`config.mk`:
```
export PLATFORM = sky130hd
export DESIGN_NAME = atilt_cell
export DESIGN_NICKNAME = d
export VERILOG_FILES = /design/src/hw/rtl/atilt_pkg.sv /design/src/hw/rtl/atilt_cell.sv
export SDC_FILE = /design/constraint.sdc
export NUM_CORES = 1
export LEC_CHECK = 0
export BUFFER_PORTS_ARGS = -buffer_cell sky130_fd_sc_hd__buf_2
export CAP_MARGIN = 20
export CELL_PAD_IN_SITES_DETAIL_PLACEMENT = 1
export CELL_PAD_IN_SITES_GLOBAL_PLACEMENT = 1
export CORE_AREA = 3 3 255 257
export DETAILED_ROUTE_END_ITERATION = 6
export DIE_AREA = 0 0 258 260
export MAX_ROUTING_LAYER = met4
export PLACE_DENSITY = 0.85
export SYNTH_ARGS = -nofsm -noshare
export SYNTH_HDL_FRONTEND = slang
export SYNTH_SLANG_ARGS = --single-unit
```
`constraint.sdc`:
```
create_clock -name clk -period 25.8 [get_ports clk]
set_clock_uncertainty 0.15 [all_clocks]
set_input_delay 2.58 -clock clk [delete_from_list [all_inputs] [get_ports clk]]
set_output_delay 2.58 -clock clk [all_outputs]
set_load 0.005 [all_outputs]
```
`src/hw/rtl/atilt_pkg.sv`:
```
`timescale 1ns / 1ps
// atilt_pkg: shared widths, lane types and arctangent table for the tilt angle unit
package atilt_pkg;

  localparam int IN_W        = 16;
  localparam int ROLL_W      = 17;
  localparam int YAW_W       = 16;
  localparam int ACC_FRAC    = 24;
  localparam int TABLE_LEN   = 24;
  localparam int PRESCALE_SH = 16;
  localparam int XY_W        = 36;
  localparam int ACC_W       = 35;
  localparam int NLANE       = 3;

  localparam int LANE_ROLL  = 0;
  localparam int LANE_PITCH = 1;
  localparam int LANE_YAW   = 2;

  typedef logic signed [IN_W-1:0]  sample_t;
  typedef logic signed [XY_W-1:0]  xy_t;
  typedef logic signed [ACC_W-1:0] acc_t;

  typedef struct packed {
    xy_t  x;
    xy_t  y;
    acc_t acc;
    logic zero;
  } lane_t;

  typedef lane_t [NLANE-1:0] lanes_t;

  // atan(2^-i) in nanodegrees
  function automatic longint atan_nanodeg(int i);
    longint n;
    unique case (i)
      0:       n = 64'sd45000000000;
      1:       n = 64'sd26565051177;
      2:       n = 64'sd14036243468;
      3:       n = 64'sd7125016349;
      4:       n = 64'sd3576334375;
      5:       n = 64'sd1789910608;
      6:       n = 64'sd895173710;
      7:       n = 64'sd447614171;
      8:       n = 64'sd223810500;
      9:       n = 64'sd111905677;
      10:      n = 64'sd55952892;
      11:      n = 64'sd27976453;
      12:      n = 64'sd13988227;
      13:      n = 64'sd6994114;
      14:      n = 64'sd3497057;
      15:      n = 64'sd1748528;
      16:      n = 64'sd874264;
      17:      n = 64'sd437132;
      18:      n = 64'sd218566;
      19:      n = 64'sd109283;
      20:      n = 64'sd54642;
      21:      n = 64'sd27321;
      22:      n = 64'sd13660;
      23:      n = 64'sd6830;
      default: n = 64'sd0;
    endcase
    return n;
  endfunction

  // table entry in 2^-24 degree, rounded
  function automatic acc_t atan_units(int i);
    longint n;
    n = atan_nanodeg(i);
    return acc_t'((n * 64'sd16777216 + 64'sd500000000) / 64'sd1000000000);
  endfunction

  function automatic acc_t deg_units(int d);
    return acc_t'(longint'(d) * 64'sd16777216);
  endfunction

endpackage

```
`src/hw/rtl/atilt_cell.sv`:
```
`timescale 1ns / 1ps
// atilt_cell: one vectoring micro-rotation for all three lanes
module atilt_cell #(
  parameter int STAGE = 0
) (
  input  logic             clk,
  input  logic             rst_n,
  input  logic             up_valid,
  output logic             up_ready,
  input  atilt_pkg::lanes_t up_lanes,
  output logic             dn_valid,
  input  logic             dn_ready,
  output atilt_pkg::lanes_t dn_lanes
);
  import atilt_pkg::*;

  localparam acc_t ANGLE = atan_units(STAGE);

  logic   valid_r;
  lanes_t lanes_r;
  lanes_t lanes_nxt;
  logic   take;

  always_comb begin
    for (int k = 0; k < NLANE; k++) begin
      lanes_nxt[k].zero = up_lanes[k].zero;
      if (!up_lanes[k].y[XY_W-1]) begin
        lanes_nxt[k].x   = up_lanes[k].x + (up_lanes[k].y >>> STAGE);
        lanes_nxt[k].y   = up_lanes[k].y - (up_lanes[k].x >>> STAGE);
        lanes_nxt[k].acc = up_lanes[k].acc + ANGLE;
      end else begin
        lanes_nxt[k].x   = up_lanes[k].x - (up_lanes[k].y >>> STAGE);
        lanes_nxt[k].y   = up_lanes[k].y + (up_lanes[k].x >>> STAGE);
        lanes_nxt[k].acc = up_lanes[k].acc - ANGLE;
      end
    end
  end

  assign take     = !valid_r || dn_ready;
  assign up_ready = take;
  assign dn_valid = valid_r;
  assign dn_lanes = lanes_r;

  always_ff @(posedge clk) begin
    if (!rst_n) begin
      valid_r <= 1'b0;
    end else if (take) begin
      valid_r <= up_valid;
    end
  end

  always_ff @(posedge clk) begin
    if (take && up_valid) begin
      lanes_r <= lanes_nxt;
    end
  end

endmodule

```
==> results.cfg <==
[floorplan]
die_w_um = 258
initial_utilization_pct = 44.9
dieArea_sq_mm = 0.0671
row_count = 92
die_h_um = 260
core_area_sq_mm = 0.0630
pin_count = 654

[clock_network]
cts.clk_slew.worst_paths_ns = 0.06
cts_resized = 0
cts_buffers = 41
cts_tree = yes
cts_hold_buf = 0
cts.sinks = 322
cts_root_buf = clkbuf_16
cts_buffer_depth = 3
h-tree-depth = 2
clock_latency_ns = 0.56
post-cts-setup-buffers = 0

[sta]
slew_headroom_pct = 27.4
worst_hold_slack_ns = 0.494
hold_violations = 0
max_freq_mhz = 152
min_period_ns = 6.56
setup_viol = 0
grt_setup_unrepaired = false
slew_violations = 0
fin_crit_sh_pct = 25.4
fin_tns_setup_ns = 0
finalWorstSetupSlack_ns = 19.24
worstMarginPinSlew_ns = 1.09

[final_layout]
syn_to_final_growth_pct = 18.6
layout_commonest_cell = buf_2
final_area_sq_mm = 0.0335
drive_gt1_share_pct = 20.1
seqCellArea_sq_mm = 0.00966
final_cell_mix = 653 x buf_2, 387 x a21oi_1, 354 x ha_1
fillers = 7572
multi_input_area_sq_mm = 0.0167
finalNetCount = 4419
final_cell_count_no_fill = 4641

[power]
power_density_mw_per_mm2 = 56.7
ir_drop_mv = 0.0448
p_leak_nw = 15.2

[logic_synthesis]
synth_ff_type = edfxtp_1
synthCells = 3154
synth_nets = 3848
yosysTopAreaCell = edfxtp_1
synth_edf_count = 321
synth_area_sq_mm = 0.0283
synth_area_per_cell_sq_um = 8.97
synth_area_leaders = edfxtp_1 34%, ha_1 16%, a21oi_1 6.8%, xnor2_1 6.3%, inv_1 4.5%
yosysTopAreaCellShare_pct = 34.1
ys_types = 79
ys_warn_count = 0
ys_seq_area_share_pct = 34.2
ys_async_sr_fraction_pct = 0
ys_ff_latch = 322

[min_path]
hp-start = dn_valid
hold_depth = 2
min_path_type = flip-flop to flip-flop
min_to = dn_valid

[route]
final_antenna_net_count = 0
wl_per_cell_um = 24.6
vias = 27200
viasPerCell = 5.87
drt-total-wl_mm = 114
drtIter0Drc = 2483
drt-pass1-iter-count = 5
drc = 0

[global_route]
grt_pass1_vias = 27700
overflow = 0
grt_max_degree = 98
grtUsageTotal_pct = 33.2
antenna_found_initial = 50
grt_pass1_wl_mm = 167

[worst_setup_path]
ff2ff_path_depth = 4
path_max_fanout = 14
reg2reg_from = dn_valid
end_kind = flip-flop
reg2reg_to = dn_lanes[166]
crit_type = input pin to flip-flop
crit_required_ns = 25.95
r2r_slack_ns = 21.97
worstPathArrival_ns = 6.72
cp-start-kind = input pin

[placement]
post-place-ws_ns = 18.98
placed_cells = 4528
io_buffers = 653
dpl_cell_area_sq_mm = 0.0322
routabilityCongestion = 0.992
dpl.hpwl_mm = 90.5

[run]
maxCapViolations = 0

[outcome]
status = finished clean
[Yosys cell counts, types with 5 or more instances]
| library cell | number |
|---|---|
| o21a_1 | 23 |
| a211oi_1 | 25 |
| o22ai_1 | 7 |
| nor2_1 | 270 |
| nor2b_1 | 31 |
| clkbuf_1 | 108 |
| o2111ai_1 | 7 |
| ha_1 | 354 |
| xor2_1 | 29 |
| a221o_1 | 10 |
| a221oi_1 | 14 |
| nand3_1 | 27 |
| a21oi_1 | 387 |
| clkinv_1 | 11 |
| and3_1 | 9 |
| or3_1 | 11 |
| or4_1 | 6 |
| edfxtp_1 | 321 |
| o211ai_1 | 22 |
| mux2i_1 | 58 |
| o221ai_1 | 7 |
| buf_2 | 6 |
| nor3b_1 | 6 |
| nor4_1 | 20 |
| o21bai_1 | 97 |
| a41oi_1 | 5 |
| inv_1 | 342 |
| nand2b_1 | 27 |
| a311oi_1 | 7 |
| o31ai_1 | 29 |
| a211o_1 | 12 |
| a31oi_1 | 19 |
| nand2_1 | 128 |
| nand4_1 | 42 |
| o211a_1 | 7 |
| a2111oi_0 | 8 |
| nor3_1 | 60 |
| o21ai_0 | 203 |
| fa_1 | 12 |
| buf_1 | 21 |
| o31a_1 | 8 |
| or2_2 | 12 |
| a21o_1 | 70 |
| xnor2_1 | 203 |
| and2_1 | 8 |
[per-stage QoR]
| step | util [%] | power, mW |
|---|---|---|
| floorplan | - | 1.07 |
| global placement | 51.1 | 1.31 |
| detailed placement | 51.1 | 1.33 |
| CTS | 53.1 | 1.90 |
| global route | 53.3 | 1.99 |
| finish | 53.3 | 1.90 |
[sequential cells by signal (all words and copies together) (netlist names)]
signal / flops
dn_valid: 1
dn_lanes: 321
[how the worst max path moves through the flow]
stage | slack, ns | endpoint | cells after the start | start
after global routing | 18.97 | dn_lanes[321] | 13 | up_lanes[266]
after CTS | 19.41 | dn_lanes[321] | 13 | up_lanes[266]
final | 19.24 | dn_lanes[321] | 13 | up_lanes[266]
after detailed placement | 18.98 | dn_lanes[321] | 13 | up_lanes[266]
after global placement | 19.21 | dn_lanes[321] | 13 | up_lanes[266]
after floorplan | 14.91 | dn_lanes[0] | 2 | dn_ready
[metal layers]
metal	vias up	wire length, um	global-route usage, %
met5	-	0	-
met4	0	6560	18.1
met3	300	9790	8.10
met2	1310	54600	54.4
met1	13200	43300	37.5
li1	12400	-	-
[layout make-up]
class | instances | area share, %
Antenna cell | 45 | 0.336
Clock buffer | 47 | 3.13
Clock inverter | 21 | 0.638
Inverter | 355 | 3.97
Multi-Input combinational cell | 2337 | 49.9
Sequential cell | 322 | 28.8
Tap cell | 846 | 3.16
Timing Repair Buffer | 668 | 10.1
[logic make-up (layout without fill, tap and decap cells)]
group / after synthesis / in the layout / synth area share (%)
AOI/OAI and AO/OA: 1013 / 1013 / 22.4
xor gates and xnor gates: 232 / 232 / 7.18
DFF: 322 / 322 / 34.2
muxes: 60 / 60 / 2.13
and+or+nand+nor: 666 / 666 / 10.9
buffers and inverters: 495 / 1091 / 6.66
other: 0 / 45 / 0
adders and majority gates: 366 / 366 / 16.5
[worst max-delay path, stage by stage]
cell and delay (ns):
buf_2 0.11, inv_1 0.05, ha_1 0.50, nor4_1 0.83, o311ai_0 0.31, a311oi_1 0.65, o311ai_1 0.28, and2_1 0.25
o41a_1 0.45, o21bai_1 0.23, mux2i_1 0.12, a41oi_1 0.25, xnor2_1 0.09
[report_power, final]
| group | leakage, nW | switching (mW) | internal [mW] | total [mW] |
|---|---|---|---|---|
| Clock | 0.604 | 0.245 | 0.321 | 0.566 |
| Combinational | 11.4 | 0.407 | 0.238 | 0.645 |
| Sequential | 3.11 | 0.0242 | 0.666 | 0.691 |
| Total | 15.2 | 0.676 | 1.23 | 1.90 |
No activity file was read; power rests on OpenSTA's default activity.
