File: config.mk
export PLATFORM = sky130hd
export DESIGN_NAME = atilt_finish
export DESIGN_NICKNAME = d
export VERILOG_FILES = /design/src/hw/rtl/atilt_pkg.sv /design/src/hw/rtl/atilt_finish.sv
export SDC_FILE = /design/constraint.sdc
export NUM_CORES = 1
export LEC_CHECK = 0
export BUFFER_PORTS_ARGS = -buffer_cell sky130_fd_sc_hd__buf_2
export CORE_AREA = 4 4 146 148
export CTS_BUF_LIST = sky130_fd_sc_hd__clkbuf_4
export DETAILED_ROUTE_END_ITERATION = 8
export DIE_AREA = 0 0 150 152
export GPL_TIMING_DRIVEN = 1
export PLACE_DENSITY = 0.51
export SETUP_SLACK_MARGIN = 0.2
export SLEW_MARGIN = 5
export SYNTH_ARGS = -nofsm -noshare
export SYNTH_HDL_FRONTEND = slang
export SYNTH_SLANG_ARGS = --single-unit
File: constraint.sdc
create_clock -name clk -period 4.77 [get_ports clk]
set_clock_uncertainty 0.15 [all_clocks]
set_input_delay 0.477 -clock clk [delete_from_list [all_inputs] [get_ports clk]]
set_output_delay 0.477 -clock clk [all_outputs]
set_load 0.02 [all_outputs]
File: src/hw/rtl/atilt_pkg.sv
`timescale 1ns / 1ps
// atilt_pkg: shared widths, lane types and arctangent table for the tilt angle unit
package atilt_pkg;

  localparam int IN_W        = 16;
  localparam int ROLL_W      = 17;
  localparam int YAW_W       = 16;
  localparam int ACC_FRAC    = 24;
  localparam int TABLE_LEN   = 24;
  localparam int PRESCALE_SH = 16;
  localparam int XY_W        = 36;
  localparam int ACC_W       = 35;
  localparam int NLANE       = 3;

  localparam int LANE_ROLL  = 0;
  localparam int LANE_PITCH = 1;
  localparam int LANE_YAW   = 2;

  typedef logic signed [IN_W-1:0]  sample_t;
  typedef logic signed [XY_W-1:0]  xy_t;
  typedef logic signed [ACC_W-1:0] acc_t;

  typedef struct packed {
    xy_t  x;
    xy_t  y;
    acc_t acc;
    logic zero;
  } lane_t;

  typedef lane_t [NLANE-1:0] lanes_t;

  // atan(2^-i) in nanodegrees
  function automatic longint atan_nanodeg(int i);
    longint n;
    unique case (i)
      0:       n = 64'sd45000000000;
      1:       n = 64'sd26565051177;
      2:       n = 64'sd14036243468;
      3:       n = 64'sd7125016349;
      4:       n = 64'sd3576334375;
      5:       n = 64'sd1789910608;
      6:       n = 64'sd895173710;
      7:       n = 64'sd447614171;
      8:       n = 64'sd223810500;
      9:       n = 64'sd111905677;
      10:      n = 64'sd55952892;
      11:      n = 64'sd27976453;
      12:      n = 64'sd13988227;
      13:      n = 64'sd6994114;
      14:      n = 64'sd3497057;
      15:      n = 64'sd1748528;
      16:      n = 64'sd874264;
      17:      n = 64'sd437132;
      18:      n = 64'sd218566;
      19:      n = 64'sd109283;
      20:      n = 64'sd54642;
      21:      n = 64'sd27321;
      22:      n = 64'sd13660;
      23:      n = 64'sd6830;
      default: n = 64'sd0;
    endcase
    return n;
  endfunction

  // table entry in 2^-24 degree, rounded
  function automatic acc_t atan_units(int i);
    longint n;
    n = atan_nanodeg(i);
    return acc_t'((n * 64'sd16777216 + 64'sd500000000) / 64'sd1000000000);
  endfunction

  function automatic acc_t deg_units(int d);
    return acc_t'(longint'(d) * 64'sd16777216);
  endfunction

endpackage

File: src/hw/rtl/atilt_finish.sv
`timescale 1ns / 1ps
// atilt_finish: rounding, saturation and output register
module atilt_finish #(
  parameter int ANGLE_FRAC_BITS = 7
) (
  input  logic                            clk,
  input  logic                            rst_n,
  input  logic                            up_valid,
  output logic                            up_ready,
  input  atilt_pkg::lanes_t               up_lanes,
  output logic                            dn_valid,
  input  logic                            dn_ready,
  output logic signed [atilt_pkg::ROLL_W-1:0] roll_angle,
  output logic signed [atilt_pkg::ROLL_W-1:0] pitch_angle,
  output logic signed [atilt_pkg::YAW_W-1:0]  yaw_angle
);
  import atilt_pkg::*;

  localparam int   SH      = ACC_FRAC - ANGLE_FRAC_BITS;
  localparam acc_t HALF    = acc_t'(longint'(1) <<< (SH - 1));
  localparam acc_t OFF_TILT = deg_units(-90);
  localparam acc_t OFF_YAW  = deg_units(0);
  localparam acc_t TILT_LO = acc_t'(longint'(-270) * (longint'(1) <<< ANGLE_FRAC_BITS));
  localparam acc_t TILT_HI = acc_t'(longint'(90) * (longint'(1) <<< ANGLE_FRAC_BITS));
  localparam acc_t YAW_LO  = acc_t'(longint'(-180) * (longint'(1) <<< ANGLE_FRAC_BITS));
  localparam acc_t YAW_HI  = acc_t'(longint'(180) * (longint'(1) <<< ANGLE_FRAC_BITS));

  logic                     valid_r;
  logic signed [ROLL_W-1:0] roll_r;
  logic signed [ROLL_W-1:0] pitch_r;
  logic signed [YAW_W-1:0]  yaw_r;
  acc_t                     roll_nxt;
  acc_t                     pitch_nxt;
  acc_t                     yaw_nxt;
  logic                     take;

  function automatic acc_t round_sat(lane_t l, acc_t off, acc_t lo, acc_t hi);
    acc_t a;
    acc_t v;
    a = l.zero ? off : l.acc;
    v = (a + HALF) >>> SH;
    if (v < lo) begin
      v = lo;
    end else if (v > hi) begin
      v = hi;
    end
    return v;
  endfunction

  always_comb begin
    roll_nxt  = round_sat(up_lanes[LANE_ROLL], OFF_TILT, TILT_LO, TILT_HI);
    pitch_nxt = round_sat(up_lanes[LANE_PITCH], OFF_TILT, TILT_LO, TILT_HI);
    yaw_nxt   = round_sat(up_lanes[LANE_YAW], OFF_YAW, YAW_LO, YAW_HI);
  end

  assign take        = !valid_r || dn_ready;
  assign up_ready    = take;
  assign dn_valid    = valid_r;
  assign roll_angle  = roll_r;
  assign pitch_angle = pitch_r;
  assign yaw_angle   = yaw_r;

  always_ff @(posedge clk) begin
    if (!rst_n) begin
      valid_r <= 1'b0;
    end else if (take) begin
      valid_r <= up_valid;
    end
  end

  always_ff @(posedge clk) begin
    if (take && up_valid) begin
      roll_r  <= roll_nxt[ROLL_W-1:0];
      pitch_r <= pitch_nxt[ROLL_W-1:0];
      yaw_r   <= yaw_nxt[YAW_W-1:0];
    end
  end

endmodule

==> run summary <==
The count of endpoints failing setup in the final report is 0. The share of the core filled with cells was 0.2566. Compared with the post-synthesis result, the final layout area differs by 21.14%. The count of non-filler cells in the finished layout was 843. Area share of the largest cell type after synthesis: 0.3538.

The net count of the mapped netlist is 801, and the timing-limited maximum frequency is 0.2906 GHz. Share of flip-flops with an asynchronous set or reset: 0. The number of different library cells used by synthesis comes to 74.

The most common cell in the netlist is nor2_1. The period utilization was 0.7215. Each instance of the synthesized netlist takes up on average 9.030 sq um. The via count normalized by instance count was 4.630.

The post-CTS clock slew at the launch and capture registers of the worst setup and hold paths was 160 ps. The synthesized design contains 51 register bits. The tools report the clock tree root buffer cell as clkbuf_4.

The count of flip-flops with a built-in enable after synthesis works out to 50. The number of buffers on the longest clock path came out at 2. After detailed routing, the number of remaining DRC violations is 0. In this run the count of I/O pins placed on the die edge is 380. The tools report the initial detailed-routing violation count as 197. Main flop type after synthesis: edfxtp_1. The first global-routing pass estimated 19,720 um of wire. For the total clock buffers created by CTS, the log shows 5. The fraction of layout cells with a size suffix above 1 was 0.2675; the initial antenna violation count was 1. The post-route setup TNS was 0 ps. Setup repair after global routing left no endpoint under its margin. The net count reported at finish is 902, and the number of pins with negative max-slew slack in the final report is 0.

The number of global-route vias before repair was 3,697. For the placer congestion estimate, the log shows 0.8207. The flow ran to the end, and the final reports show no timing, DRC or antenna violations. For this design the ratio of total power to cell area is 216.5 nW/um^2. The starting density of the core was 0.2118.

The count of buffers from port buffering came out at 115. After floorplanning, the core was divided into 52 placement rows. For this block, the routed nets add up to 12,400 um of wire. For the required time of the critical path, the log shows 4780 ps.

Hold violation total from the final report: 0. Including well taps, the total number of placed cells is 834. Hold is met by 160.0 ps.

The category of the critical setup timing path is in -> reg. The region available for standard cell placement spans 20,040 sq um. The cts-stage hold buffer count is 0.

TritonCTS sink count: 51. Max-cap violations in this run came to 0. The run gives 470 as the instance count of the mapped netlist. Type of the tightest min-delay check: in -> reg. Summed over all cells, the static leakage comes to 0.001874 uW.

The detailed-route via count was 3,903; the number of iterations in the first detailed-routing pass was 4. The x dimension of the die is 150 um. The sequential fraction of the synthesis area was 0.3585; the placed wire-length estimate was 9574 um. STA classifies the critical path startpoint as a primary input.

Subtracting the final worst setup slack from the clock period gives 3441 ps. Measured along the y axis, the die boundary spans 152 um. The peak fanout along the critical path works out to 34. In the final routed layout, each cell accounts on average for 14.70 um.

For the worst-skew pair, the clock arrives at the later sink with an insertion delay of 390 ps. Ranked by total cell area, the synthesized netlist is headed by edfxtp_1 35%, xnor2_1 6.0%, nor2_1 4.6%. The aggregate global routing overflow is 0, and the number of warning messages in the yosys log is 0. The number of setup buffers added after CTS is 0. The global-route usage over all layers is 0.1060. The count of instances resized after the clock tree is built is 0.

Entering global routing, the biggest net connects 35 pins. The category of the worst setup path capture point is a flip-flop. The H-tree level count is 2, and the count of fill cells added during filler insertion is 2,206.

The post-synthesis instance area was 4244 sq um. After synthesis, the most frequently instantiated cells are 52 x nor2_1, 50 x edfxtp_1, 32 x nor3_1. The pin slew with the least headroom to its limit was 602.2 ps; the worst supply voltage drop on vdd was 87.16 uV. The biggest area contributor in the post-synthesis netlist is edfxtp_1. The die covers 22,800 sq um. The count of nets left with antenna violations once routing finished came out at 0. TritonCTS built the clock tree. Data on the critical path arrives at its endpoint at 3450 ps. The run gives 0.5954 as the remaining max-slew budget at the tightest pin.
placed cells by master, fill, tap and decap left out, drive strengths merged, types with 8 or more instances in the layout:
cell type,count
a21oi,12
and3,10
buf,117
edfxtp,50
inv,17
nand2,31
nand2b,10
nand3,18
nand4,21
nor2,52
nor2b,20
nor3,37
nor4,13
o21ai,10
or3,8
xnor2,29
xor2,16
sequential cells by signal, summed over array words and instances (netlist names):
signal / count
dn_valid: 1
pitch_angle: 17
roll_angle: 17
yaw_angle: 16
worst max-delay path: stages:
cell and delay, ps:
buf_2 290, nor2b_1 190, ha_1 300, nand4_4 260, nor4_4 320, nand2_1 100
or3_4 340, a2111oi_4 310, o21ai_2 110, mux2_4 370, or3_1 370
layer usage:
metal	track usage	wire, um	up-vias
li1	-	-	1958
met1	0.1475	5844	1801
met2	0.1652	5480	137
met3	0.02860	973	7
met4	0.02179	96	0
met5	0	0	-
through the flow:
stage	setup slack (ps)	power (uW)	instance area, sq um
2_1_floorplan	1048	732.2	4244
3_3_place_gp	824.2	847.1	5054
3_5_place_dp	896.8	844.7	5054
4_1_cts	1354	1139	5139
5_1_grt	1134	1188	5141
6_report	1329	1113	5141
power by group:
group	internal (uW)	leakage (uW)	switching [uW]	total, uW
logic	102	0.00133	193	295
clock network	113	0.0000458	167	280
registers	530	0.000495	7.99	538
total	745	0.00187	368	1110
final cells by class:
| cell class | count | area, sq um | area share |
|---|---|---|---|
| timing repair buffer | 117 | 590.6 | 0.1149 |
| multi-input combinational | 380 | 2544 | 0.4948 |
| tap | 270 | 337.8 | 0.06571 |
| antenna | 1 | 2.502 | 0.0004867 |
| inverter | 16 | 60.06 | 0.01168 |
| clock buffer | 5 | 37.54 | 0.007301 |
| sequential | 51 | 1521 | 0.2959 |
| clock inverter | 3 | 47.55 | 0.009248 |
cell families after synthesis:
logic type	after synthesis	share of synthesized area
flops	51	0.3585
fa+ha+maj	3	0.008845
simple gates	249	0.3420
xor+xnor	45	0.09286
compound gates	73	0.1297
buf+inv	39	0.04245
mux	10	0.02565
final timing paths:
kind | startpoint | endpoint | slack [ps] | cells past startpoint
max | up_lanes[108] | pitch_angle[8] | 1330 | 11
max reg2reg | dn_valid | roll_angle[9] | 2810 | 3
min | rst_n | dn_valid | 160 | 2
min reg2reg | dn_valid | dn_valid | 460 | 2
Power figures use the tool's default switching activity.
