## config.mk

```make
export PLATFORM = sky130hd
export DESIGN_NAME = atilt_prep
export DESIGN_NICKNAME = d
export VERILOG_FILES = /design/src/hw/rtl/atilt_pkg.sv /design/src/hw/rtl/atilt_prep.sv
export SDC_FILE = /design/constraint.sdc
export NUM_CORES = 1
export LEC_CHECK = 0
export BUFFER_PORTS_ARGS = -buffer_cell sky130_fd_sc_hd__buf_2
export CAP_MARGIN = 40
export CORE_AREA = 2 2 148 150
export CTS_BUF_LIST = sky130_fd_sc_hd__clkbuf_4 sky130_fd_sc_hd__clkbuf_8
export DETAILED_ROUTE_END_ITERATION = 10
export DIE_AREA = 0 0 150 152
export PLACE_DENSITY = 0.67
export SETUP_SLACK_MARGIN = 0.05
export SLEW_MARGIN = 0
export SYNTH_ARGS = -nofsm -noshare
export SYNTH_HDL_FRONTEND = slang
export SYNTH_SLANG_ARGS = --single-unit
export TNS_END_PERCENT = 30
```

## constraint.sdc

```tcl
create_clock -name clk -period 4.7 [get_ports clk]
set_input_delay 0.705 -clock clk [delete_from_list [all_inputs] [get_ports clk]]
set_output_delay 0.705 -clock clk [all_outputs]
set_load 0.05 [all_outputs]
```

## src/hw/rtl/atilt_pkg.sv

```systemverilog
`timescale 1ns / 1ps
// atilt_pkg: shared widths, lane types and arctangent table for the tilt angle unit
package atilt_pkg;

  localparam int IN_W        = 16;
  localparam int ROLL_W      = 17;
  localparam int YAW_W       = 16;
  localparam int ACC_FRAC    = 24;
  localparam int TABLE_LEN   = 24;
  localparam int PRESCALE_SH = 16;
  localparam int XY_W        = 36;
  localparam int ACC_W       = 35;
  localparam int NLANE       = 3;

  localparam int LANE_ROLL  = 0;
  localparam int LANE_PITCH = 1;
  localparam int LANE_YAW   = 2;

  typedef logic signed [IN_W-1:0]  sample_t;
  typedef logic signed [XY_W-1:0]  xy_t;
  typedef logic signed [ACC_W-1:0] acc_t;

  typedef struct packed {
    xy_t  x;
    xy_t  y;
    acc_t acc;
    logic zero;
  } lane_t;

  typedef lane_t [NLANE-1:0] lanes_t;

  // atan(2^-i) in nanodegrees
  function automatic longint atan_nanodeg(int i);
    longint n;
    unique case (i)
      0:       n = 64'sd45000000000;
      1:       n = 64'sd26565051177;
      2:       n = 64'sd14036243468;
      3:       n = 64'sd7125016349;
      4:       n = 64'sd3576334375;
      5:       n = 64'sd1789910608;
      6:       n = 64'sd895173710;
      7:       n = 64'sd447614171;
      8:       n = 64'sd223810500;
      9:       n = 64'sd111905677;
      10:      n = 64'sd55952892;
      11:      n = 64'sd27976453;
      12:      n = 64'sd13988227;
      13:      n = 64'sd6994114;
      14:      n = 64'sd3497057;
      15:      n = 64'sd1748528;
      16:      n = 64'sd874264;
      17:      n = 64'sd437132;
      18:      n = 64'sd218566;
      19:      n = 64'sd109283;
      20:      n = 64'sd54642;
      21:      n = 64'sd27321;
      22:      n = 64'sd13660;
      23:      n = 64'sd6830;
      default: n = 64'sd0;
    endcase
    return n;
  endfunction

  // table entry in 2^-24 degree, rounded
  function automatic acc_t atan_units(int i);
    longint n;
    n = atan_nanodeg(i);
    return acc_t'((n * 64'sd16777216 + 64'sd500000000) / 64'sd1000000000);
  endfunction

  function automatic acc_t deg_units(int d);
    return acc_t'(longint'(d) * 64'sd16777216);
  endfunction

endpackage

```

## src/hw/rtl/atilt_prep.sv

```systemverilog
`timescale 1ns / 1ps
// atilt_prep: operand scaling, half-plane fold and initial angle for the three lanes
module atilt_prep (
  input  logic             clk,
  input  logic             rst_n,
  input  logic             up_valid,
  output logic             up_ready,
  input  atilt_pkg::sample_t accel_x,
  input  atilt_pkg::sample_t accel_y,
  input  atilt_pkg::sample_t accel_z,
  output logic             dn_valid,
  input  logic             dn_ready,
  output atilt_pkg::lanes_t dn_lanes
);
  import atilt_pkg::*;

  localparam acc_t OFF_TILT = deg_units(-90);
  localparam acc_t OFF_YAW  = deg_units(0);
  localparam acc_t HALF_TURN = deg_units(180);

  logic   valid_r;
  lanes_t lanes_r;
  lanes_t lanes_nxt;
  logic   take;

  function automatic lane_t prep_lane(sample_t num, sample_t den, acc_t off);
    lane_t l;
    xy_t   xs;
    xy_t   ys;
    xs = xy_t'(den) <<< PRESCALE_SH;
    ys = xy_t'(num) <<< PRESCALE_SH;
    l.zero = (num == '0) && (den == '0);
    if (den < 0) begin
      l.x   = -xs;
      l.y   = -ys;
      l.acc = (num >= 0) ? off + HALF_TURN : off - HALF_TURN;
    end else begin
      l.x   = xs;
      l.y   = ys;
      l.acc = off;
    end
    return l;
  endfunction

  always_comb begin
    lanes_nxt[LANE_ROLL]  = prep_lane(accel_z, accel_x, OFF_TILT);
    lanes_nxt[LANE_PITCH] = prep_lane(accel_z, accel_y, OFF_TILT);
    lanes_nxt[LANE_YAW]   = prep_lane(accel_x, accel_y, OFF_YAW);
  end

  assign take     = !valid_r || dn_ready;
  assign up_ready = take;
  assign dn_valid = valid_r;
  assign dn_lanes = lanes_r;

  always_ff @(posedge clk) begin
    if (!rst_n) begin
      valid_r <= 1'b0;
    end else if (take) begin
      valid_r <= up_valid;
    end
  end

  always_ff @(posedge clk) begin
    if (take && up_valid) begin
      lanes_r <= lanes_nxt;
    end
  end

endmodule

```

==> flow_summary_export.csv, run 1 <==
group,metric,value,unit
status,status,"finished clean",
placement,place_ws,1.53,ns
yosys,synth_commonest_cells,"buf_4, edfxtp_1, xnor2_1",
yosys,seq_area_frac_synth,50.9,%
die,die_h,152,microns
yosys,syn_inst,591,
power,p_seq_share,44.1,%
die,initial_core_util,30.9,%
clock_tree,cts_sinks,112,
run,drv_cap,0,
critical_path,crit_fanout,7,
global_route,antenna_found_initial,1,
sta,post-route-min-period,2.76,ns
yosys,synth_top_area_share,50.6,%
placement,place.gp.congestion,0.752,
route,drc,0,
power,internal-power,1.55,mW
global_route,grt_pass1_wl,19700,microns
yosys,synth_top_cell_by_area,"edfxtp_1",
die,coreArea,21400,sq um
clock_tree,max-clock-path-buffers,2,
global_route,first_global_vias,3531,
sta,hold_viol,0,
sta,grt_setup_unrepaired,"false",
sta,fin_ws,1.94,ns
yosys,synth.area.top_cells,"edfxtp_1, buf_4, xnor2_1",
yosys,synth_most_common_cell,"buf_4",
yosys,synth-main-ff-cell,"edfxtp_1",
sta,slew_violations,0,
route,routed_wl,13800,microns
layout,area_growth,9.58,%
yosys,ys_warn_count,0,
placement,dpl_cell_area,7010,sq um
clock_tree,path_clk_slew,0.12,ns
sta,clock_skew,0.0135,ns
route,dr.first_iter.drc_count,216,
die,rows,54,
route,dr.pass1.iters,4,
critical_path,critPathLaunchType,"input pin",
clock_tree,postCtsSetupRepairBufs,0,
power,power.leakage,3.14,nW
global_route,grt_overflow_total,0,
clock_tree,cts_tree,"done",
critical_path,cp_data_arrival_time,2.90,ns
yosys,synth_edf_count,111,
sta,tns,0,ns
sta,setup_violations,0,
placement,dp_hpwl,10700,microns
clock_tree,clock-root-buffer,"clkbuf_8",
yosys,synth_seq_cells,112,
layout,stdcell_area,7220,sq um
power,finalPower,2.76,mW
power,p_switching,1.21,mW
clock_tree,post_cts_resized,0,
sta,fin_crit_sh,58.7,%
critical_path,path_class,"input pin to register",
die,die_width,150,microns
power,peakVddDrop,0.000132,V
die,io_pins,378,
clock_tree,htree_levels,3,
route,ant_nets,0,
placement,place_inst,1026,
yosys,yosysUniqueCellTypes,34,
die,die-area,22800,sq um
sta,worstMarginPinSlew,0.813,ns
global_route,grt_max_degree,45,
power,powerDensity,382,nW/um^2
layout,nNetsFinal,814,
critical_path,required,4.84,ns
yosys,syn_area,6590,sq um
power,switching_share,43.7,%
global_route,grt_use_total,11.2,%
route,viasPerCell,3.97,
route,wire_per_inst,13.2,microns
min_path,min_path_type,"register to register",
clock_tree,hold_buffers,0,
power,combPwrFrac,33.7,%
clock_tree,numCtsBuffers,9,
clock_tree,clock_latency,0.37,ns
yosys,syn_area_per_cell,11.2,sq um
sta,max_freq,0.362,GHz
power,power_frac_clock,22.1,%
layout,fill_cells,2192,
yosys,synthArstFlopShare,0,%
critical_path,endpoint_kind,"register",
layout,instances_no_fill,1043,
sta,slew_headroom,45.8,%
placement,io_buffers,203,
layout,drive_gt1_share,29.9,%
route,vias,4141,
[flip-flops by register name (all words and copies together) (netlist names)]
signal,cells
dn_lanes,111
dn_valid,1
[power by group through the flow]
| stage | registers (mW) | clock network (mW) | logic, mW |
|---|---|---|---|
| finish | 1.22 | 0.611 | 0.931 |
| global route | 1.23 | 0.671 | 0.973 |
| CTS | 1.22 | 0.634 | 0.933 |
| detailed placement | 1.24 | 0 | 0.932 |
| global placement | 1.24 | 0 | 0.925 |
| floorplan | 1.51 | 0 | 0.652 |
[metrics by stage]
stage / util, % / hold WS (ns)
after floorplan: - / 0.804
after global placement: 32.7 / 0.509
after detailed placement: 32.8 / 0.526
after CTS: 33.8 / 0.538
after global routing: 33.8 / 0.536
final: 33.8 / 0.549
[cell families after synthesis]
family                   count (synthesis)  share of synthesized area [%]
XOR/XNOR                                68                           9.03
AO/OA/AOI/OAI                           54                           5.14
adder cells (fa/ha/maj)                  5                          0.949
other                                    2                          0.114
flip-flops                             112                           50.9
buffers and inverters                  242                           26.0
AND/OR/NAND/NOR                        108                           7.88
[final timing paths]
path	startpoint	to	slack, ns	depth (start not counted)
setup / recovery	accel_x[8]	dn_lanes[104]	1.94	6
hold / removal	dn_valid	dn_valid	0.55	2
setup reg to reg	dn_valid	dn_lanes[176]	2.83	3
hold reg to reg	dn_valid	dn_valid	0.55	2
[worst max-delay path: stages]
cell and delay [ns]:
buf_2 0.14, or4_4 0.58, or4_4 0.47, or4_4 0.54
ha_1 0.30, and2_1 0.15
[layout make-up]
type | instances | area (sq um) | area share, %
inverter | 11 | 41.3 | 0.572
clock inverter | 7 | 91.3 | 1.26
antenna | 1 | 2.50 | 0.0346
multi-input combinational | 416 | 2200 | 30.4
timing repair buffer | 207 | 1060 | 14.7
clock buffer | 9 | 124 | 1.71
tap | 280 | 350 | 4.85
sequential | 112 | 3350 | 46.4
[layout by cell type, fill, tap and decap left out, drive strengths merged]
| master | count |
|---|---|
| a21boi | 2 |
| a21oi | 1 |
| a31oi | 1 |
| a41oi | 1 |
| and2 | 3 |
| buf | 207 |
| clkbuf | 9 |
| clkinv | 4 |
| conb | 181 |
| dfxtp | 1 |
| diode | 1 |
| edfxtp | 111 |
| ha | 5 |
| inv | 14 |
| nand2 | 49 |
| nand2b | 10 |
| nand3 | 3 |
| nand3b | 2 |
| nand4 | 3 |
| nor2 | 19 |
| nor3 | 3 |
| nor4 | 8 |
| o21ai | 29 |
| o31a | 2 |
| o31ai | 13 |
| o41ai | 5 |
| or3 | 3 |
| or3b | 1 |
| or4 | 4 |
| xnor2 | 63 |
| xor2 | 5 |
[routing by layer]
layer	up-vias	share of wire, %	global-route usage (%)
li1	1936	-	-
met4	2	1.6	3.32
met5	-	0.094	0
met3	17	11	3.27
met2	248	52	20.9
met1	1938	36	12.2
Power figures use the tool's default switching activity.
==> inputs of run 2 (changes only) <==
--- a/config.mk
+++ b/config.mk
@@ -7,11 +7,11 @@
 export LEC_CHECK = 0
 export BUFFER_PORTS_ARGS = -buffer_cell sky130_fd_sc_hd__buf_2
 export CAP_MARGIN = 40
-export CORE_AREA = 2 2 148 150
+export CORE_AREA = 2 2 149 151
 export CTS_BUF_LIST = sky130_fd_sc_hd__clkbuf_4 sky130_fd_sc_hd__clkbuf_8
 export DETAILED_ROUTE_END_ITERATION = 10
-export DIE_AREA = 0 0 150 152
-export PLACE_DENSITY = 0.67
+export DIE_AREA = 0 0 151 153
+export PLACE_DENSITY = 0.69
 export SETUP_SLACK_MARGIN = 0.05
 export SLEW_MARGIN = 0
 export SYNTH_ARGS = -nofsm -noshare
==> constraint.sdc (replaced) <==
create_clock -name clk -period 2.3 [get_ports clk]
set_input_delay 0.345 -clock clk [delete_from_list [all_inputs] [get_ports clk]]
set_output_delay 0.345 -clock clk [all_outputs]
set_load 0.05 [all_outputs]
==> run 2 against run 1 <==
  * Sequential cell count did not move
  * Cell area rose by 2.6%
  * Non-clock buffer count rose by 23
  * Sequential share of layout area fell by 1.2 points
  * Clock power rose by 93%
  * Power rose by 100%
  * Utilization rose by 0.65 points
  * Combinational power rose by 110%
  * First-iteration DRC count fell by 21%
  * Via count rose by 2.6%
  * Sequential power rose by 100%
==> flow_summary_export.csv, run 2 (synthesized netlist as in run 1, its figures left out) <==
group,metric,value,unit
clock_tree,clock-root-buffer,"clkbuf_8",
placement,place.gp.congestion,0.798,
global_route,grt_pass1_wl,20500,microns
global_route,antenna_found_initial,2,
sta,fin_crit_sh,99.8,%
die,coreArea,21500,sq um
placement,io_buffers,203,
status,status,"finished clean",
global_route,first_global_vias,3660,
sta,clock_skew,0.0105,ns
route,wire_per_inst,13.7,microns
placement,dp_hpwl,11400,microns
placement,place_ws,-0.404,ns
sta,whs,0.203,ns
sta,hold_viol,0,
clock_tree,htree_levels,3,
power,powerDensity,756,nW/um^2
layout,fill_cells,2224,
sta,post-route-min-period,2.29,ns
critical_path,required,2.43,ns
critical_path,worst-path-buf-inv,1,
critical_path,path_class,"input pin to register",
critical_path,critPathSlowestCell,"or4_4",
critical_path,cpPeakStageDelay,0.56,ns
critical_path,crit_fanout,2,
clock_tree,hold_buffers,0,
layout,multi_input_area,2220,sq um
critical_path,cp_data_arrival_time,2.43,ns
power,peakVddDrop,0.000262,V
critical_path,critPathLaunchType,"input pin",
route,drc,0,
layout,final_cell_mix,"buf_2, conb_1, edfxtp_1, xnor2_1, nand2_1",
layout,stdcell_area,7410,sq um
layout,final_common_cell,"buf_2",
route,dr.pass1.iters,4,
run,drv_cap,0,
sta,slew_violations,0,
die,rows,54,
route,dr.first_iter.drc_count,171,
sta,setup_violations,0,
critical_path,endpoint_kind,"register",
clock_tree,clock_latency,0.38,ns
clock_tree,max-clock-path-buffers,2,
layout,drive_gt1_share,32.2,%
die,die_width,151,microns
min_path,min_path_type,"input pin to register",
die,initial_core_util,30.7,%
critical_path,cp_cell_sequence,"buf_6, or4_4, or4_4, or4_4, ha_4, and2_4",
sta,fin_ws,0.00572,ns
route,routed_wl,14600,microns
power,power.leakage,3.25,nW
layout,instances_no_fill,1066,
route,vias,4249,
sta,grt_setup_unrepaired,"true",
clock_tree,numCtsBuffers,9,
die,die_h,153,microns
placement,dpl_cell_area,7200,sq um
critical_path,crit_path_frequent_cell,"or4_4",
clock_tree,cts_sinks,112,
route,viasPerCell,3.99,
die,io_pins,378,
global_route,grt_max_degree,64,
route,ant_nets,0,
clock_tree,cts_tree,"done",
layout,nNetsFinal,837,
power,finalPower,5.60,mW
layout,seq_area,3350,sq um
sta,max_freq,0.436,GHz
global_route,grt_overflow_total,0,
layout,area_growth,12.4,%
placement,place_inst,1049,
clock_tree,path_clk_slew,0.12,ns
die,die-area,23100,sq um
critical_path,crit_family,"simple AND/OR/NAND/NOR gates",
layout,largest_reg_flops,111,
global_route,grt_use_total,11.7,%
==> run 2: changes by cell type in the layout (fill, tap and decap cells not counted), sizes merged <==
cell  previous run  this run
buf            207       230
==> run 2: through the flow <==
| stage | utilization (%) | TNS, ns |
|---|---|---|
| detailed placement | 33.5 | -2.26 |
| global route | 34.5 | 0 |
| floorplan | - | -1.41 |
| CTS | 34.4 | 0 |
| global placement | 33.5 | -2.17 |
| finish | 34.5 | 0 |
==> run 2: final timing paths <==
kind | endpoint | slack (ns) | start | cells past startpoint
min | dn_lanes[268] | 0.20 | accel_x[0] | 1
min reg2reg | dn_valid | 0.53 | dn_valid | 2
max | dn_lanes[104] | 0.006 | accel_x[10] | 6
max reg2reg | dn_lanes[104] | 1.03 | dn_valid | 3
==> run 2: cell type report <==
cell class | count | area share [%]
Timing Repair Buffer | 230 | 16.9
Inverter | 11 | 0.557
Tap cell | 280 | 4.73
Antenna cell | 1 | 0.0338
Sequential cell | 112 | 45.2
Multi-Input combinational cell | 416 | 29.9
Clock buffer | 9 | 1.67
Clock inverter | 7 | 0.996
==> run 2: what timing repair did <==
item / in CTS / in global routing
setup buffers: 0 / 0
endpoints found under the hold margin: 0 / 0
setup endpoints to repair: 2 / 3
resized for setup: 0 / 2
==> run 2: where the power goes <==
group          switching, mW  internal [mW]  leakage [nW]
combinational           1.63          0.305          2.07
clock                  0.749          0.430        0.0997
sequential            0.0526           2.44          1.09
total                   2.43           3.18          3.25
==> run 2: worst reg2reg max path, stage by stage, from the launching register on <==
cell,delay [ns]
dfxtp_1,0.34
nand2b_2,0.08
and2_4,0.18
buf_12,0.28
==> run 2: routing by layer <==
metal | global-route usage [%] | wire length, microns
met5 | 0 | 11
met1 | 12.9 | 5300
met2 | 21.9 | 7670
met4 | 2.54 | 107
met3 | 3.31 | 1500
==> inputs of run 3 (changes only) <==
--- a/config.mk
+++ b/config.mk
@@ -5,7 +5,7 @@
 export SDC_FILE = /design/constraint.sdc
 export NUM_CORES = 1
 export LEC_CHECK = 0
-export BUFFER_PORTS_ARGS = -buffer_cell sky130_fd_sc_hd__buf_2
+export BUFFER_PORTS_ARGS = -buffer_cell sky130_fd_sc_hd__clkbuf_2
 export CAP_MARGIN = 40
 export CORE_AREA = 2 2 149 151
 export CTS_BUF_LIST = sky130_fd_sc_hd__clkbuf_4 sky130_fd_sc_hd__clkbuf_8
==> run 3 against run 2 <==
  * Non-clock buffer count decreased by 1
  * Clock power barely moved
  * Power is 0.35% lower
  * Combinational power is essentially flat
  * Register-to-register slack improved by 0.03 ns
  * Highest routed layer is now met4
==> flow_summary_export.csv, run 3 (synthesized netlist as in run 1, its figures left out) <==
group,metric,value,unit
sta,hold_viol,0,
clock_tree,postCtsSetupRepairBufs,0,
layout,nNetsFinal,836,
critical_path,required,2.43,ns
placement,place.gp.congestion,0.840,
clock_tree,hold_buffers,0,
sta,slew_violations,0,
clock_tree,max-clock-path-buffers,2,
die,coreArea,21500,sq um
clock_tree,htree_levels,3,
critical_path,reg2reg_from,"dn_valid",
sta,fin_crit_sh,97.0,%
global_route,grt_use_total,11.6,%
route,viasPerCell,4.01,
min_path,min_from,"rst_n",
route,dr.pass1.iters,6,
global_route,first_global_vias,3686,
layout,drive_gt1_share,32.1,%
critical_path,cpPeakStageDelay,0.56,ns
die,die_h,153,microns
power,peakVddDrop,0.000277,V
power,power.leakage,3.28,nW
run,drv_cap,0,
sta,max_freq,0.448,GHz
placement,place_ws,-0.400,ns
critical_path,cp_cell_sequence,"clkbuf_2, or4_4, or4_4, or4_4, ha_4, and2_1",
layout,final_cell_mix,"clkbuf_2, conb_1, edfxtp_1, xnor2_1, nand2_1",
route,dr.first_iter.drc_count,178,
die,die-area,23100,sq um
placement,dpl_cell_area,7190,sq um
status,status,"finished clean",
critical_path,r2r_cells,3,
global_route,grt_max_degree,63,
sta,setup_violations,0,
die,initial_core_util,30.7,%
die,die_width,151,microns
power,finalPower,5.58,mW
critical_path,crit_fanout,2,
route,routed_wl,14400,microns
critical_path,endpoint_kind,"register",
min_path,min_path_type,"input pin to register",
critical_path,crit_family,"simple AND/OR/NAND/NOR gates",
sta,tns,0,ns
critical_path,cp-startpoint,"accel_x[10]",
critical_path,worst-path-buf-inv,1,
clock_tree,post_cts_resized,0,
critical_path,r2r_slack,1.06,ns
route,drc,0,
sta,clock_skew,0.0148,ns
global_route,grt_overflow_total,0,
clock_tree,numCtsBuffers,9,
power,powerDensity,756,nW/um^2
layout,largest_reg_flops,111,
die,io_pins,378,
min_path,min_to,"dn_valid",
clock_tree,clock_latency,0.37,ns
sta,grt_setup_unrepaired,"true",
sta,post-route-min-period,2.23,ns
clock_tree,clock-root-buffer,"clkbuf_8",
clock_tree,path_clk_slew,0.11,ns
layout,n_antenna_cell,0,
placement,io_buffers,203,
critical_path,crit_path_frequent_cell,"or4_4",
route,wire_per_inst,13.6,microns
global_route,grt_pass1_wl,20300,microns
critical_path,critPathSlowestCell,"or4_4",
global_route,antenna_found_initial,0,
die,rows,54,
critical_path,cp_data_arrival_time,2.36,ns
layout,area_growth,12.1,%
clock_tree,cts_sinks,112,
layout,stdcell_area,7390,sq um
layout,final_common_cell,"clkbuf_2",
critical_path,r2r-end,"dn_lanes[248]",
placement,dp_hpwl,11400,microns
min_path,hold_depth,2,
critical_path,path_class,"input pin to register",
route,vias,4266,
sta,fin_ws,0.0679,ns
clock_tree,cts_tree,"done",
route,ant_nets,0,
critical_path,critPathLaunchType,"input pin",
==> run 3: per-stage QoR <==
stage / hold WS (ns) / util [%] / std cells
global placement: 0.499 / 33.5 / 1048
finish: 0.195 / 34.4 / 1064
floorplan: 0.444 / - / 770
detailed placement: 0.508 / 33.5 / 1048
CTS: 0.175 / 34.4 / 1064
global route: 0.168 / 34.4 / 1064
==> run 3: repair_timing <==
| item | CTS | global route |
|---|---|---|
| endpoints found under the hold margin | 0 | 0 |
| setup endpoints to repair | 2 | 2 |
| pin swaps | 2 | 1 |
==> run 3: routing by layer <==
layer / global-route usage [%] / routed length [microns] / vias to the layer above
met5: 0 / 0 / -
met4: 4.54 / 357 / 0
met1: 12.4 / 5330 / 1986
met3: 3.22 / 1410 / 22
met2: 21.4 / 7350 / 280
li1: - / - / 1978
==> run 3: report_power, final <==
part	total, mW	switching (mW)	internal (mW)
Combinational	1.92	1.63	0.295
Sequential	2.50	0.0593	2.44
Clock	1.16	0.728	0.434
Total	5.58	2.41	3.17
==> run 3: how the worst max path moves through the flow <==
stage	to	slack [ns]	cells past startpoint
2_1_floorplan	dn_lanes[104]	-0.34	6
3_3_place_gp	dn_lanes[104]	-0.39	6
3_5_place_dp	dn_lanes[104]	-0.40	6
4_1_cts	dn_lanes[104]	0.05	6
5_1_grt	dn_lanes[104]	0.05	6
6_report	dn_lanes[104]	0.07	6
==> run 3: layout make-up <==
| type | count | area, sq um |
|---|---|---|
| flip-flops and latches | 112 | 3350 |
| clock buffers | 10 | 131 |
| multi-input cells | 416 | 2210 |
| clock inverters | 6 | 61.3 |
| inverters | 11 | 41.3 |
| fillers | 2183 | 14100 |
| well taps | 280 | 350 |
| repair buffers | 229 | 1240 |
==> run 3: worst register-to-register path, cell delays in order, from the launching register on <==
cell and delay [ns]:
dfxtp_1 0.34, nand2b_2 0.08, and2_4 0.17, buf_12 0.29
